[src/sdpa_pkg.sv]
// ============================================================================
// sdpa_pkg: shared types, constants and elaboration-time table functions
// Holds the fixed-point formats, the CORDIC arctangent table and gain, and
// the pi constants used by the sphere distance and position angle core.
// ============================================================================
package sdpa_pkg;

    localparam int FRAC_BITS          = 28;
    localparam int CORDIC_STAGES_DEF  = 30;
    localparam int QI                 = 61;
    localparam int SH                 = QI - FRAC_BITS;
    localparam int MUL_LAT            = 5;
    localparam int ROOT_BITS          = 62;
    localparam int RAD_W              = 2 * ROOT_BITS;

    // Q2.61 working value and a Qf angle with headroom.
    typedef logic signed [63:0] q_t;
    typedef logic signed [33:0] ang_t;

    localparam longint ONE_L = longint'(1) <<< QI;
    localparam q_t     ONE_Q = q_t'(ONE_L);

    // Unsigned quotient by shift and subtract, for the constant tables only.
    function automatic logic [63:0] udiv_c(logic [63:0] num, logic [63:0] den);
        logic [63:0] q;
        logic [64:0] rem;
        q   = '0;
        rem = '0;
        for (int b = 63; b >= 0; b--) begin
            rem = {rem[63:0], num[b]};
            if (rem >= {1'b0, den}) begin
                rem  = rem - {1'b0, den};
                q[b] = 1'b1;
            end
        end
        return q;
    endfunction

    // Signed Q2.61 product, magnitudes multiplied and truncated toward zero.
    function automatic longint mulq_c(longint a, longint b);
        logic [63:0]  ua;
        logic [63:0]  ub;
        logic [127:0] p;
        logic [63:0]  r;
        ua = (a < 0) ? 64'(-a) : 64'(a);
        ub = (b < 0) ? 64'(-b) : 64'(b);
        p  = {64'd0, ua} * {64'd0, ub};
        r  = p[124:61];
        return ((a < 0) != (b < 0)) ? -longint'(r) : longint'(r);
    endfunction

    // arctan(1/n) by its alternating series.
    function automatic longint atan_inv_c(longint n);
        logic [63:0] t;
        logic [63:0] nn;
        logic [63:0] dv;
        longint      sum;
        t   = udiv_c(64'(ONE_L), 64'(n));
        nn  = 64'(n * n);
        sum = longint'(t);
        for (int k = 1; k < 48; k++) begin
            if (t != 64'd0) begin
                t  = udiv_c(t, nn);
                dv = 64'(2 * k + 1);
                if ((k & 1) == 1) sum = sum - longint'(udiv_c(t, dv));
                else              sum = sum + longint'(udiv_c(t, dv));
            end
        end
        return sum;
    endfunction

    // arctan(2^-i) in Q2.61.
    function automatic longint atan_f(int i);
        longint      sum;
        logic [63:0] dv;
        int          sh;
        sum = 0;
        if (i == 0) begin
            sum = 4 * atan_inv_c(5) - atan_inv_c(239);
        end else begin
            for (int k = 0; k < 62; k++) begin
                sh = (2 * k + 1) * i;
                if (sh <= QI) begin
                    dv = 64'(2 * k + 1);
                    if ((k & 1) == 1) sum = sum - longint'(udiv_c(64'(ONE_L) >> sh, dv));
                    else              sum = sum + longint'(udiv_c(64'(ONE_L) >> sh, dv));
                end
            end
        end
        return sum;
    endfunction

    // Reciprocal CORDIC gain for a given stage count.
    function automatic longint gain_f(int stages);
        longint      k2;
        longint      r;
        longint      y;
        longint      t;
        logic [63:0] dv;
        k2 = ONE_L;
        for (int i = 0; i < 64; i++) begin
            if (i < stages) begin
                if (i == 0) begin
                    r = ONE_L >>> 1;
                end else if (2 * i <= 62) begin
                    dv = (64'd1 << (2 * i)) + 64'd1;
                    r  = ONE_L - longint'(udiv_c(64'(ONE_L), dv));
                end else begin
                    r = ONE_L;
                end
                k2 = mulq_c(k2, r);
            end
        end
        y = 0;
        for (int b = QI; b >= 0; b--) begin
            t = y | (longint'(1) <<< b);
            if (mulq_c(t, t) <= k2) y = t;
        end
        return y;
    endfunction

    localparam longint HALF_PI_Q = 2 * atan_f(0);
    localparam ang_t   HALF_PI_F =
        ang_t'((HALF_PI_Q + (longint'(1) <<< (SH - 1))) >>> SH);
    localparam ang_t   PI_F      = ang_t'(2 * HALF_PI_F);
    localparam ang_t   TWO_PI_F  = ang_t'(4 * HALF_PI_F);
    localparam ang_t   FOUR_PI_F = ang_t'(8 * HALF_PI_F);

endpackage

[src/sdpa_sqrt_cell.sv]
// ============================================================================
// sdpa_sqrt_cell: one restoring square-root digit
// Takes the next two radicand bits and settles one root bit.
// ============================================================================
module sdpa_sqrt_cell (
    input  logic                          aclk,
    input  logic                          en,
    input  logic [65:0]                   rem_in,
    input  logic [sdpa_pkg::ROOT_BITS-1:0] root_in,
    input  logic [sdpa_pkg::RAD_W-1:0]     rad_in,
    output logic [65:0]                   rem_out,
    output logic [sdpa_pkg::ROOT_BITS-1:0] root_out,
    output logic [sdpa_pkg::RAD_W-1:0]     rad_out
);

    logic [65:0]                    rem_reg;
    logic [sdpa_pkg::ROOT_BITS-1:0] root_reg;
    logic [sdpa_pkg::RAD_W-1:0]     rad_reg;
    logic [65:0]                    r2, trial;
    logic                           fit;

    always_comb begin
        r2    = {rem_in[63:0], rad_in[sdpa_pkg::RAD_W-1 -: 2]};
        trial = {2'b00, root_in, 2'b01};
        fit   = (r2 >= trial);
    end

    always_ff @(posedge aclk) begin
        if (en) begin
            rem_reg  <= fit ? r2 - trial : r2;
            root_reg <= {root_in[sdpa_pkg::ROOT_BITS-2:0], fit};
            rad_reg  <= {rad_in[sdpa_pkg::RAD_W-3:0], 2'b00};
        end
    end

    assign rem_out  = rem_reg;
    assign root_out = root_reg;
    assign rad_out  = rad_reg;

endmodule

[config.mk]
export PLATFORM = sky130hd
export DESIGN_NAME = sdpa_sqrt_cell
export DESIGN_NICKNAME = d
export VERILOG_FILES = /design/src/sdpa_pkg.sv /design/src/sdpa_sqrt_cell.sv
export SDC_FILE = /design/constraint.sdc
export NUM_CORES = 1
export LEC_CHECK = 0
export ABC_CLOCK_PERIOD_IN_PS = 4250
export BUFFER_PORTS_ARGS = -buffer_cell sky130_fd_sc_hd__buf_2
export CAP_MARGIN = 20
export CORE_AREA = 2 2 197 199
export CTS_BUF_LIST = sky130_fd_sc_hd__clkbuf_8
export CTS_CLUSTER_SIZE = 20
export DETAILED_ROUTE_END_ITERATION = 8
export DIE_AREA = 0 0 199 201
export PLACE_DENSITY = 0.58
export SYNTH_ARGS = -nofsm -noshare
export SYNTH_HDL_FRONTEND = slang
export SYNTH_SLANG_ARGS = --single-unit
[constraint.sdc]
create_clock -name aclk -period 4.25 [get_ports aclk]
set_clock_uncertainty 0.1 [all_clocks]
set_input_delay 0.2125 -clock aclk [delete_from_list [all_inputs] [get_ports aclk]]
set_output_delay 0.2125 -clock aclk [all_outputs]
set_load 0.01 [all_outputs]
==> flow_metrics.env <==
export IMPL_synth_edff_count=250
export IMPL_cts_tree="built"
export IMPL_grt_pass1_vias=11542
export IMPL_final_util_pct=49.6
export IMPL_setup_viol=0
export IMPL_initial_core_util_pct=32.5
export IMPL_grt_max_degree=103
export IMPL_synth_top_area_share_pct=60.6
export IMPL_crit_path_top_delay_cell="dlygate4sd3_1"
export IMPL_drc_errors=0
export IMPL_grt_total_usage_pct=21.0
export IMPL_rsz0062_at_grt="no"
export IMPL_viasPerCell=4.71
export IMPL_setup_worst_path_start="rem_in[2]"
export IMPL_hold_path_depth=1
export IMPL_core_area_mm2=0.0381
export IMPL_period_minus_slack_ps=3950
export IMPL_maxSlewHeadroom_pct=45.2
export IMPL_fmax_mhz=253
export IMPL_postCtsSetupRepairBufs=0
export IMPL_drtIter0Drc=473
export IMPL_cts_num_sinks=250
export IMPL_crit_chain="dlygate4sd3_1 -> buf_2 -> ha_1 -> a21oi_1 -> a311oi_1 -> a211oi_1 -> a211oi_1 -> buf_4 -> nand4_1 -> nand3_1 -> a311oi_2 -> o211ai_1 -> a21o_1 -> a211oi_2 -> xor2_1"
export IMPL_postLayoutCellArea_mm2=0.0189
export IMPL_nets=2121
export IMPL_detail_route_antenna_nets=0
export IMPL_grt_overflow=0
export IMPL_grt_first_pass_wirelength_um=64100
export IMPL_fin_crit_sh_pct=92.9
export IMPL_clockBufferDepth=3
export IMPL_hold_violations=0
export IMPL_async_reset_ff_share_pct=0
export IMPL_irDropWorstVdd_uv=237
export IMPL_fill_cells=3422
export IMPL_antenna_found_initial=4
export IMPL_status="complete, no violations"
export IMPL_vias=11119
export IMPL_routed_wl_um=43300
export IMPL_gp_congestion=0.846
export IMPL_drv_cap=0
export IMPL_worst_setup_path_end_kind="register"
export IMPL_io_buffers=501
export IMPL_slew_viol_final=0
export IMPL_rows=72
export IMPL_clkTransAtPathRegs_ps=60
export IMPL_path_max_fanout=6
export IMPL_ios=506
export IMPL_dpl_cell_area_mm2=0.0155
export IMPL_yosys_warnings=0
export IMPL_dieArea_mm2=0.0400
export IMPL_drive_gt1_share_pct=32.2
export IMPL_p_leak_nw=8.41
export IMPL_dr_pass1_iters=5
export IMPL_die_y_um=201
export IMPL_p_total_mw=7.01
export IMPL_yosys_top_cells_area="edfxtp_1, ha_1, a21oi_1, a21o_1, xnor2_1"
export IMPL_hp_start="en"
export IMPL_synth_top_flop_cell="edfxtp_1"
export IMPL_yosysTopAreaCell="edfxtp_1"
export IMPL_dp_hpwl_um=31800
export IMPL_crit_top_cell="a211oi_1"
export IMPL_final_common_cell="buf_2"
export IMPL_synth_cell_types=64
export IMPL_start_kind="input pin"
export IMPL_cts_buffers=46
export IMPL_cpPeakStageDelay_ps=550
export IMPL_crit_arrival_ps=4190
export IMPL_finalSetupTns_ps=0
export IMPL_p_per_area_mw_per_mm2=371
export IMPL_synth_seq_cells=250
export IMPL_htree_levels=2
export IMPL_syn_to_final_growth_pct=52.3
export IMPL_cts_root_buf="clkbuf_8"
export IMPL_worst_pin_slew_ps=822
export IMPL_netlist_area_mm2=0.0124
export IMPL_drt_wirelength_per_cell_um=18.4
export IMPL_worstSetupPathType="in2reg"
export IMPL_seq_area_frac_synth_pct=60.6
export IMPL_final_cell_mix="buf_2, edfxtp_1, dlygate4sd3_1"
export IMPL_die_w_um=199
export IMPL_hold_class="in2reg"
export IMPL_min_to="rad_out[115]"
export IMPL_avgSynthCellArea_um2=11.9
export IMPL_crit_required_ps=4500
export IMPL_whs_ps=74.5
export IMPL_post_synth_inst_count=1038
[synthesized netlist by cell type, drive strengths merged (2+ instances only)]
cell type    n
nand2       73
o22ai        2
buf         10
clkbuf      34
nor3        14
a21boi       4
a311oi       3
inv         80
a21o        52
a211oi       7
xnor2       36
ha          64
edfxtp     250
mux2         2
o21ai       50
o2111ai      4
xor2        26
o41ai        2
or4          3
or2          3
o21a         7
nor3b        2
nand4       22
o211ai       4
nand3       18
nor4         6
a221o        3
nor2b        5
nor2        82
a31oi        6
o31ai        3
a211o        3
a21oi      115
o21bai      14
and3         9
nand2b       4
and2         3
a31o         2
[worst max path at each step]
stage | endpoint | slack, ps
after floorplan | rem_out[55] | 1160
after global placement | rem_out[65] | 360
after detailed placement | rem_out[65] | 320
after CTS | rem_out[65] | 400
after global routing | rem_out[65] | 100
final | rem_out[65] | 300
[power breakdown]
part	total [mW]	internal (mW)	switching, mW
Combinational	1.61	0.720	0.889
Clock	2.32	1.27	1.05
Sequential	3.09	3.02	0.0636
Total	7.01	5.01	2.00
[layer usage]
metal | up-vias | part of all wire, % | track usage, %
li1 | 5364 | - | -
met1 | 5242 | 37 | 22.5
met2 | 421 | 52 | 39.0
met3 | 90 | 6.3 | 5.02
met4 | 2 | 4.0 | 9.06
met5 | - | 0.037 | 0
[registers in the layout (all words and copies together) (netlist names)]
name	count
rad_out	122
rem_out	66
root_out	62
[critical path, delay by kind of cell]
kind / cells / cell delay [ps]
adders and majority gates: 1 / 370
xor gates and xnor gates: 1 / 90
buffers and inverters: 3 / 870
and+or+nand+nor: 2 / 390
AOI/OAI and AO/OA: 8 / 2250
[repair_timing]
item / 4_1_cts / 5_1_grt
gates resized for setup: 0 / 0
hold endpoints to repair: 249 / 0
hold buffers: 249 / 0
[through the flow]
stage | setup slack (ps) | instances
final | 303 | 2359
after global routing | 98.2 | 2357
after CTS | 402 | 2354
after detailed placement | 322 | 2024
after global placement | 359 | 2024
after floorplan | 1160 | 1039
[cells by family (layout without fill, tap and decap cells)]
logic type / after synthesis / in the layout / synth area share (%)
fa+ha+maj: 64 / 64 / 6.46
simple gates: 246 / 246 / 9.10
mux: 3 / 3 / 0.262
buf+inv: 124 / 921 / 4.02
flops: 250 / 250 / 60.6
compound gates: 288 / 288 / 15.2
other cells: 1 / 7 / 0.0302
xor+xnor: 62 / 62 / 4.38
[layout make-up]
| class | count | area (um^2) | area share, % |
|---|---|---|---|
| flip-flops and latches | 250 | 7510 | 39.8 |
| repair buffers | 760 | 5120 | 27.1 |
| multi-input cells | 665 | 4400 | 23.3 |
| well taps | 518 | 648 | 3.43 |
| clock buffers | 47 | 647 | 3.43 |
| inverters | 80 | 300 | 1.59 |
| clock inverters | 34 | 249 | 1.32 |
| diodes | 5 | 12.5 | 0.0663 |
Note: power is estimated with default switching activity, not from simulation.
